===== config.mk =====
export PLATFORM = sky130hd
export DESIGN_NAME = cursor_linked_list_free_list_unit
export DESIGN_NICKNAME = d
export VERILOG_FILES = /design/src/hdl/cll_pkg.sv /design/src/hdl/cursor_linked_list_free_list_unit.sv /design/src/hdl/cll_node_store.sv
export SDC_FILE = /design/constraint.sdc
export NUM_CORES = 2
export LEC_CHECK = 0
export BUFFER_PORTS_ARGS = -buffer_cell sky130_fd_sc_hd__buf_2
export CAP_MARGIN = 10
export CORE_ASPECT_RATIO = 0.6
export CORE_MARGIN = 3
export CORE_UTILIZATION = 45
export CTS_CLUSTER_DIAMETER = 100
export DETAILED_ROUTE_END_ITERATION = 12
export GPL_TIMING_DRIVEN = 0
export PLACE_DENSITY = 0.64
export SKIP_CTS_REPAIR_TIMING = 1
export SYNTH_ARGS = -nofsm -noshare
export SYNTH_HDL_FRONTEND = slang
export SYNTH_SLANG_ARGS = --single-unit

===== constraint.sdc =====
create_clock -name clock -period 7.2 [get_ports clock]
set_clock_uncertainty 0.05 [all_clocks]
set_input_delay 0.36 -clock clock [delete_from_list [all_inputs] [get_ports clock]]
set_output_delay 0.36 -clock clock [all_outputs]
set_load 0.01 [all_outputs]

===== src/hdl/cll_pkg.sv =====
// ----------------------------------------------------------------------------
// cll_pkg
// Shared types and constants for the cursor linked list with free list.
// ----------------------------------------------------------------------------
package cll_pkg;
   localparam int NODES = 64;
   localparam int DATA_WIDTH = 32;
   localparam int IW = $clog2(NODES + 1);
   localparam int AW = $clog2(NODES);
   localparam logic [IW-1:0] NONE = IW'(NODES);
   localparam logic [IW-1:0] IDX_ONE = IW'(1);

   typedef logic [IW-1:0] idx_type;
   typedef logic [DATA_WIDTH-1:0] data_type;

   localparam logic [3:0] K_INS_FRONT = 4'd0;
   localparam logic [3:0] K_INS_REAR  = 4'd1;
   localparam logic [3:0] K_RM_FRONT  = 4'd2;
   localparam logic [3:0] K_RM_REAR   = 4'd3;
   localparam logic [3:0] K_RM_CUR    = 4'd4;
   localparam logic [3:0] K_SEARCH    = 4'd5;
   localparam logic [3:0] K_RETRIEVE  = 4'd6;
   localparam logic [3:0] K_CLEAR     = 4'd7;
   localparam logic [3:0] K_PURGE     = 4'd8;
   localparam logic [3:0] K_READ      = 4'd9;

   localparam logic [1:0] ST_OK    = 2'd0;
   localparam logic [1:0] ST_EMPTY = 2'd1;
   localparam logic [1:0] ST_FULL  = 2'd2;

   // node store port bundle
   typedef struct packed {
      logic    wr_data;
      logic    wr_next;
      logic [AW-1:0] waddr;
      data_type wdata;
      idx_type  wnext;
      logic [AW-1:0] raddr;
   } mem_req_type;

   typedef struct packed {
      data_type rdata;
      idx_type  rnext;
   } mem_rsp_type;
endpackage


===== src/hdl/cursor_linked_list_free_list_unit.sv =====
// Read, full and empty cases go straight to the response; an insert takes a node
// from the free list, else at the high-water mark. Rear insert, rear/current
// remove, search and retrieve walk the list node by node; clear frees one node at
// a time and purge compares every pair of nodes, removing later duplicates.
// One request at a time: busy is high until the strobe, next accepted in that cycle.
// Synchronous reset empties the list and sets the mask to all ones; no stalls.
// ----------------------------------------------------------------------------
// cursor_linked_list_free_list_unit
// Sequencer walking the node store for list operations with a free list.
// ----------------------------------------------------------------------------
module cursor_linked_list_free_list_unit (
   input  logic        clock,
   input  logic        reset,
   input  logic        start,
   output logic        busy,
   input  logic [3:0]  req_kind,
   input  logic [31:0] req_data_word,
   input  logic [5:0]  req_position,
   input  logic        csr_we,
   input  logic [31:0] csr_wdata,
   output logic        rsp_valid,
   output logic [1:0]  rsp_status,
   output logic [6:0]  rsp_node_index,
   output logic [6:0]  rsp_cursor_index,
   output logic [31:0] rsp_cursor_data
);
   typedef enum logic [4:0] {
      S_IDLE, S_DISPATCH, S_TAKE_RD, S_TAKE_WT, S_NEW_W, S_WALK_RD, S_WALK_WT,
      S_LINK_W, S_RMF_RD, S_RMF_WT, S_RMF_W, S_RMR_RD, S_RMR_WT, S_RMC_RD,
      S_RMC_WT, S_RMC_NX_RD, S_RMC_NX_WT, S_UNLINK_W, S_GIVE_W, S_SRCH_RD,
      S_SRCH_WT, S_OUT_RD, S_OUT_WT, S_CMP_RD, S_CMP_WT, S_PRG_W, S_PRG_G,
      S_CUR_RD, S_CUR_WT
   } state_type;

   state_type state_ff;
   logic [3:0] kind_ff;
   cll_pkg::data_type key_ff, mask_ff, pdata_ff;
   logic [5:0] pos_ff;
   logic [5:0] cnt_ff;
   cll_pkg::idx_type head_ff, cursor_ff, hw_ff, free_ff;
   cll_pkg::idx_type p_ff, q_ff, r_ff, rn_ff, new_ff, pnext_ff, idx_ff;
   logic [1:0] status_ff;
   logic rsp_valid_ff;
   logic [1:0] rsp_status_ff;
   cll_pkg::idx_type rsp_node_ff, rsp_cursor_ff;
   cll_pkg::data_type rsp_cdata_ff;
   cll_pkg::mem_req_type mreq;
   cll_pkg::mem_rsp_type mrsp;
   logic match;

   cll_node_store u_store (.clock(clock), .req(mreq), .rsp(mrsp));

   // one shared masked compare: purge key while comparing, else request key
   assign match = (((mrsp.rdata ^ ((state_ff == S_CMP_WT) ? pdata_ff : key_ff))
                    & mask_ff) == '0);
   assign busy = (state_ff != S_IDLE);

   assign rsp_valid = rsp_valid_ff;
   assign rsp_status = rsp_status_ff;
   assign rsp_node_index = rsp_node_ff;
   assign rsp_cursor_index = rsp_cursor_ff;
   assign rsp_cursor_data = rsp_cdata_ff;

   function automatic logic [cll_pkg::AW-1:0] addr_of(cll_pkg::idx_type i);
      return i[cll_pkg::AW-1:0];
   endfunction

   always_comb begin
      mreq = '0;
      unique case (state_ff)
         S_TAKE_RD: mreq.raddr = addr_of(free_ff);
         S_RMF_RD:  mreq.raddr = addr_of(head_ff);
         S_WALK_RD, S_RMC_RD, S_SRCH_RD, S_OUT_RD: mreq.raddr = addr_of(p_ff);
         S_RMR_RD:  mreq.raddr = addr_of(q_ff);
         S_CMP_RD:  mreq.raddr = addr_of(r_ff);
         S_RMC_NX_RD, S_CUR_RD: mreq.raddr = addr_of(cursor_ff);
         S_NEW_W: begin
            mreq.wr_data = 1'b1; mreq.wr_next = 1'b1; mreq.waddr = addr_of(new_ff);
            mreq.wdata = key_ff;
            mreq.wnext = (kind_ff == cll_pkg::K_INS_FRONT) ? head_ff : cll_pkg::NONE;
         end
         S_LINK_W: begin
            mreq.wr_next = 1'b1; mreq.waddr = addr_of(p_ff); mreq.wnext = new_ff;
         end
         S_RMF_W: begin
            mreq.wr_next = 1'b1; mreq.waddr = addr_of(head_ff); mreq.wnext = free_ff;
         end
         S_UNLINK_W: begin
            mreq.wr_next = 1'b1; mreq.waddr = addr_of(p_ff); mreq.wnext = rn_ff;
         end
         S_GIVE_W, S_PRG_G: begin
            mreq.wr_next = 1'b1; mreq.waddr = addr_of(r_ff); mreq.wnext = free_ff;
         end
         S_PRG_W: begin
            mreq.wr_next = 1'b1; mreq.waddr = addr_of(q_ff); mreq.wnext = rn_ff;
         end
         default: ;
      endcase
   end

   always_ff @(posedge clock) begin
      if (reset) begin
         state_ff <= S_IDLE;
         head_ff <= cll_pkg::NONE; cursor_ff <= cll_pkg::NONE;
         hw_ff <= '0; free_ff <= cll_pkg::NONE;
         mask_ff <= '1;
         rsp_valid_ff <= 1'b0;
      end else begin
         if (csr_we) mask_ff <= csr_wdata;
         rsp_valid_ff <= (state_ff == S_CUR_WT);
         unique case (state_ff)
            S_IDLE: if (start) begin
               kind_ff <= req_kind; key_ff <= req_data_word; pos_ff <= req_position;
               status_ff <= cll_pkg::ST_OK; idx_ff <= cll_pkg::NONE;
               cnt_ff <= '0;
               state_ff <= S_DISPATCH;
            end
            S_DISPATCH: begin
               unique case (kind_ff) inside
                  cll_pkg::K_INS_FRONT, cll_pkg::K_INS_REAR: begin
                     if (free_ff != cll_pkg::NONE) state_ff <= S_TAKE_RD;
                     else if (hw_ff != cll_pkg::NONE) begin
                        new_ff <= hw_ff; hw_ff <= hw_ff + cll_pkg::IDX_ONE;
                        state_ff <= S_NEW_W;
                     end else begin
                        status_ff <= cll_pkg::ST_FULL; state_ff <= S_CUR_RD;
                     end
                  end
                  cll_pkg::K_RM_FRONT: begin
                     if (head_ff == cll_pkg::NONE) begin
                        status_ff <= cll_pkg::ST_EMPTY; state_ff <= S_CUR_RD;
                     end else state_ff <= S_RMF_RD;
                  end
                  cll_pkg::K_CLEAR: begin
                     if (head_ff == cll_pkg::NONE) begin
                        cursor_ff <= cll_pkg::NONE; state_ff <= S_CUR_RD;
                     end else state_ff <= S_RMF_RD;
                  end
                  cll_pkg::K_RM_REAR: begin
                     if (head_ff == cll_pkg::NONE) begin
                        status_ff <= cll_pkg::ST_EMPTY; state_ff <= S_CUR_RD;
                     end else begin
                        p_ff <= cll_pkg::NONE; q_ff <= head_ff; state_ff <= S_RMR_RD;
                     end
                  end
                  cll_pkg::K_RM_CUR: begin
                     if (head_ff == cll_pkg::NONE || cursor_ff == cll_pkg::NONE) begin
                        status_ff <= cll_pkg::ST_EMPTY; state_ff <= S_CUR_RD;
                     end else if (cursor_ff == head_ff) state_ff <= S_RMF_RD;
                     else begin
                        p_ff <= head_ff; r_ff <= cursor_ff; state_ff <= S_RMC_RD;
                     end
                  end
                  cll_pkg::K_SEARCH, cll_pkg::K_RETRIEVE: begin
                     p_ff <= head_ff; state_ff <= S_SRCH_RD;
                  end
                  cll_pkg::K_PURGE: begin
                     p_ff <= head_ff; state_ff <= S_OUT_RD;
                  end
                  default: begin
                     idx_ff <= cursor_ff;
                     status_ff <= (cursor_ff != cll_pkg::NONE) ? cll_pkg::ST_OK
                                                               : cll_pkg::ST_EMPTY;
                     state_ff <= S_CUR_RD;
                  end
               endcase
            end
            S_TAKE_RD: state_ff <= S_TAKE_WT;
            S_TAKE_WT: begin
               new_ff <= free_ff; free_ff <= mrsp.rnext; state_ff <= S_NEW_W;
            end
            S_NEW_W: begin
               idx_ff <= new_ff; cursor_ff <= new_ff;
               if (kind_ff == cll_pkg::K_INS_FRONT || head_ff == cll_pkg::NONE) begin
                  head_ff <= new_ff; state_ff <= S_CUR_RD;
               end else begin
                  p_ff <= head_ff; state_ff <= S_WALK_RD;
               end
            end
            S_WALK_RD: state_ff <= S_WALK_WT;
            S_WALK_WT: begin
               if (mrsp.rnext == cll_pkg::NONE) state_ff <= S_LINK_W;
               else begin
                  p_ff <= mrsp.rnext; state_ff <= S_WALK_RD;
               end
            end
            S_LINK_W: state_ff <= S_CUR_RD;
            S_RMF_RD: state_ff <= S_RMF_WT;
            S_RMF_WT: begin
               rn_ff <= mrsp.rnext; state_ff <= S_RMF_W;
            end
            S_RMF_W: begin
               free_ff <= head_ff; head_ff <= rn_ff; cursor_ff <= rn_ff;
               if (kind_ff == cll_pkg::K_CLEAR) begin
                  state_ff <= (rn_ff == cll_pkg::NONE) ? S_CUR_RD : S_RMF_RD;
               end else begin
                  idx_ff <= head_ff; state_ff <= S_CUR_RD;
               end
            end
            // rear walk: q_ff is the node read, p_ff its predecessor
            S_RMR_RD: state_ff <= S_RMR_WT;
            S_RMR_WT: begin
               if (mrsp.rnext == cll_pkg::NONE) begin
                  rn_ff <= cll_pkg::NONE;
                  if (p_ff == cll_pkg::NONE) state_ff <= S_RMF_W;
                  else begin
                     r_ff <= q_ff; state_ff <= S_UNLINK_W;
                  end
               end else begin
                  p_ff <= q_ff; q_ff <= mrsp.rnext; state_ff <= S_RMR_RD;
               end
            end
            // current: walk to the predecessor of the cursor
            S_RMC_RD: state_ff <= S_RMC_WT;
            S_RMC_WT: begin
               if (mrsp.rnext == cursor_ff) state_ff <= S_RMC_NX_RD;
               else if (mrsp.rnext == cll_pkg::NONE) begin
                  status_ff <= cll_pkg::ST_EMPTY; state_ff <= S_CUR_RD;
               end else begin
                  p_ff <= mrsp.rnext; state_ff <= S_RMC_RD;
               end
            end
            S_RMC_NX_RD: state_ff <= S_RMC_NX_WT;
            S_RMC_NX_WT: begin
               rn_ff <= mrsp.rnext; state_ff <= S_UNLINK_W;
            end
            S_UNLINK_W: state_ff <= S_GIVE_W;
            S_GIVE_W: begin
               free_ff <= r_ff; idx_ff <= r_ff; cursor_ff <= p_ff; state_ff <= S_CUR_RD;
            end
            S_SRCH_RD: begin
               if (p_ff == cll_pkg::NONE) begin
                  status_ff <= cll_pkg::ST_EMPTY; state_ff <= S_CUR_RD;
               end else state_ff <= S_SRCH_WT;
            end
            S_SRCH_WT: begin
               if (kind_ff == cll_pkg::K_SEARCH) begin
                  if (match) begin
                     idx_ff <= p_ff; cursor_ff <= p_ff; state_ff <= S_CUR_RD;
                  end else begin
                     p_ff <= mrsp.rnext; state_ff <= S_SRCH_RD;
                  end
               end else begin
                  if (cnt_ff == pos_ff) begin
                     idx_ff <= p_ff; state_ff <= S_CUR_RD;
                  end else begin
                     cnt_ff <= cnt_ff + 6'd1; p_ff <= mrsp.rnext; state_ff <= S_SRCH_RD;
                  end
               end
            end
            // purge: p_ff outer node, q_ff keeps, r_ff candidate after q_ff
            S_OUT_RD: state_ff <= (p_ff == cll_pkg::NONE) ? S_CUR_RD : S_OUT_WT;
            S_OUT_WT: begin
               pdata_ff <= mrsp.rdata; q_ff <= p_ff; r_ff <= mrsp.rnext;
               pnext_ff <= mrsp.rnext; state_ff <= S_CMP_RD;
            end
            S_CMP_RD: begin
               if (r_ff == cll_pkg::NONE) begin
                  p_ff <= pnext_ff; state_ff <= S_OUT_RD;
               end else state_ff <= S_CMP_WT;
            end
            S_CMP_WT: begin
               if (match) begin
                  rn_ff <= mrsp.rnext; state_ff <= S_PRG_W;
               end else begin
                  q_ff <= r_ff; r_ff <= mrsp.rnext; state_ff <= S_CMP_RD;
               end
            end
            S_PRG_W: begin
               if (q_ff == p_ff) pnext_ff <= rn_ff;
               state_ff <= S_PRG_G;
            end
            S_PRG_G: begin
               free_ff <= r_ff; cursor_ff <= q_ff; r_ff <= rn_ff; state_ff <= S_CMP_RD;
            end
            S_CUR_RD: state_ff <= S_CUR_WT;
            S_CUR_WT: begin
               rsp_status_ff <= status_ff;
               rsp_node_ff <= idx_ff;
               rsp_cursor_ff <= cursor_ff;
               rsp_cdata_ff <= (cursor_ff == cll_pkg::NONE) ? '0 : mrsp.rdata;
               state_ff <= S_IDLE;
            end
            default: state_ff <= S_IDLE;
         endcase
      end
   end
endmodule


===== src/hdl/cll_node_store.sv =====
// ----------------------------------------------------------------------------
// cll_node_store
// Node pool: data and next-link memories, one write and one registered read.
// ----------------------------------------------------------------------------
module cll_node_store (
   input  logic                 clock,
   input  cll_pkg::mem_req_type req,
   output cll_pkg::mem_rsp_type rsp
);
   cll_pkg::data_type data_mem [cll_pkg::NODES];
   cll_pkg::idx_type  next_mem [cll_pkg::NODES];

   always_ff @(posedge clock) begin
      if (req.wr_data) data_mem[req.waddr] <= req.wdata;
      if (req.wr_next) next_mem[req.waddr] <= req.wnext;
      rsp.rdata <= data_mem[req.raddr];
      rsp.rnext <= next_mem[req.raddr];
   end
endmodule


==> run summary <==
status: finished with violations
violated checks: capacitance limit, slew limit
total core area: 243800 sq um
min cycle time layout: 7.022 ns
Congestion Overflow GR: 0
Final nets: 9048
Crit path largest cell delay: 0.95 ns
setup tns final: 0 ns
kind of critical path: flip-flop to flip-flop
syn_area_per_cell: 13.22 sq um
first-pass GRT wire length: 557.2 mm
CTS buffer count: 240
Hold Path Stages: 3
layout cells sized above 1: 10.29%
dpl ws: 0.4332 ns
CP cell instances: buf_2 > nand3b_1 > nor2_1 > a22oi_1 > nand3_1 > buf_2 > buf_2 > clkbuf_2 > clkdlybuf4s15_1 > nand2_1 > nand3_1 > nand3_1 > a21oi_1 > a211o_1
Area after DPL: 118900 sq um
CP Max Fanout: 10
Slew Limit Fails: 6
most frequent cells in the layout: edfxtp_1 (2675), nand2_1 (2166), nand3_1 (970), clkbuf_1 (415), buf_2 (261)
via count: 78.16k
CTS max path bufs: 4
Static Leak: 42.88 nW
number of synthesized register bits: 2780
Via-to-Cell Ratio: 6.280
reg2reg start: state_ff[3]
Setup crit start: state_ff[3]
Cell Count, Final, Fillers Out: 12.45k
port buffer count: 126
drt pass-1 iters: 8
number of flops mapped to enable cells by yosys: 2675
Worst EP arrival: 7.82 ns
gr usage total: 31.68%
1st-iter DRT viols: 14.78k
P&R area growth vs syn: 14.86%
final wirelength: 409.7 mm
WL per Instance: 32.92 um
Slew Limit Headroom: -9.247%
final instance area: 127400 sq um
r2r worst-path depth: 14
register area share after synthesis: 74.32%
setup violators final: 0
Primary FF master, synth: edfxtp_1
later-pin clock latency in the skew report: 0.91 ns
routability cong.: 1.093
worst-margin pin slew: 1.624 ns
Req. time, crit path: 7.99 ns
Final period util: 97.52%
Die Width: 646.9 um
slowest CP cell: clkdlybuf4s15_1
RSZ-0062 raised after global routing: no
Yosys Warn Count: 0
clk sinks: 2780
cell taking the most area after synthesis: edfxtp_1
Initial Util: 45.48%
H-tree levels: 4
pwr dens: 326.4 nW/um^2
syn nets: 8471
dpl hpwl: 295.0 mm
Async S/R FF share, synth: 0%
row cnt: 140
die area: 252600 sq um
Die Height: 390.5 um
ANT nets after route: 0
vias in the first global route: 70.83k
Fin. Hold Viols: 0
total power after layout: 0.04157 W
CP endpoint kind: flip-flop
worst setup margin: 0.1782 ns
dpl cells: 11.91k
Peak VDD IR: 227.1 uV
Synth Instances: 8390
Clk pin slew, worst setup/hold paths: 0.07 ns
drt drc: 0
Post-Syn Area: 110900 sq um
antenna violations before repair: 37
CTS tree: built
RR Endpoint: u_store.rsp[36]
Synth cell types: 83
Critical Path Start Type: flip-flop
most common cell after layout, fill and taps aside: edfxtp_1
top-area cell type share of the netlist area: 72.43%
Critical path destination: u_store.rsp[36]
Synth area leaders: edfxtp_1 (72%), nand2_1 (7.4%), nand3_1 (4.4%)
Tightest Hold Check Type: input port to flip-flop
largest net degree at the start of global routing: 65
I/O pins: 128
root buf cell: clkbuf_16
reg2reg setup slack: 0.18 ns
fmax: 142.4 MHz
maxcap violations: 4
-- per-layer routing --
metal	share of wire (%)	track usage, %	vias up
li1	-	-	32318
met1	41	48.27	39412
met2	38	40.02	5788
met3	18	14.53	636
met4	2.8	8.329	6
met5	0.0095	0	-
-- worst max-delay path, delay by kind of cell (launching register included) --
kind | cells | cell delay [ns]
buffers and inverters | 5 | 3.12
AND/OR/NAND/NOR | 6 | 1.81
AO/OA/AOI/OAI | 3 | 1.54
flip-flops | 1 | 0.37
-- registers in the layout, indices dropped and copies added (netlist names), 6 cells and up --
name	count
u_store.data_mem	2048
u_store.next_mem	448
u_store.rsp	39
key_ff	32
mask_ff	32
pdata_ff	32
rsp_cursor_data	32
cursor_ff	7
free_ff	7
head_ff	7
hw_ff	7
idx_ff	7
new_ff	7
p_ff	7
pnext_ff	7
q_ff	7
r_ff	7
rn_ff	7
rsp_cursor_index	7
rsp_node_index	7
cnt_ff	6
pos_ff	6
-- power breakdown --
part           switching (W)  total (W)  internal, W  leakage [nW]
combinational        0.00745    0.00966      0.00221          14.6
clock                0.00597     0.0130      0.00705          3.70
sequential          0.000358     0.0189       0.0185          24.6
total                 0.0138     0.0416       0.0278          42.9
-- stage by stage --
| step | hold WS [ns] | util, % |
|---|---|---|
| finish | 0.01401 | 52.24 |
| global route | 0.001678 | 52.22 |
| CTS | -0.4797 | 51.88 |
| detailed placement | 0.3574 | 48.77 |
| global placement | 0.3540 | 47.42 |
| floorplan | 0.3503 | - |
-- worst min-delay path by stage --
stage	to	slack, ns	startpoint
after floorplan	rsp_node_index[0]	0.35	idx_ff[0]
after global placement	rsp_node_index[3]	0.35	idx_ff[3]
after detailed placement	rsp_node_index[3]	0.36	idx_ff[3]
after CTS	key_ff[20]	-0.48	req_data_word[20]
after global routing	mask_ff[1]	0.002	csr_we
final	mask_ff[3]	0.01	csr_we
-- area by class of cell --
cell class,count,area (sq um)
sequential,2780,82430
antenna,18,45.04
clock buffer,308,6405
clock inverter,129,1201
buffer,561,2332
timing repair buffer,335,4004
fill,20312,116500
multi-input combinational,5030,26810
tap,3266,4086
inverter,19,71.32
-- synth_stat cells, types with 76 or more instances --
cell type / instances
edfxtp_1: 2675
nand2_1: 2172
nand3_1: 970
clkbuf_1: 368
nor2_1: 253
a21oi_1: 232
mux2i_1: 174
a31oi_1: 162
nand4_1: 143
buf_2: 128
dfxtp_1: 105
and2_1: 76
-- logic make-up (layout without fill, tap and decap cells) --
family,count (synthesis),after routing,synth area share (%)
AO/OA/AOI/OAI,851,851,5.273
XOR/XNOR,68,68,0.5370
adder cells (fa/ha/maj),3,3,0.03385
buffers and inverters,580,1352,2.151
flip-flops,2780,2780,74.32
multiplexers,229,229,2.210
other,0,18,0
AND/OR/NAND/NOR,3879,3879,15.47
Power figures use the tool's default switching activity.
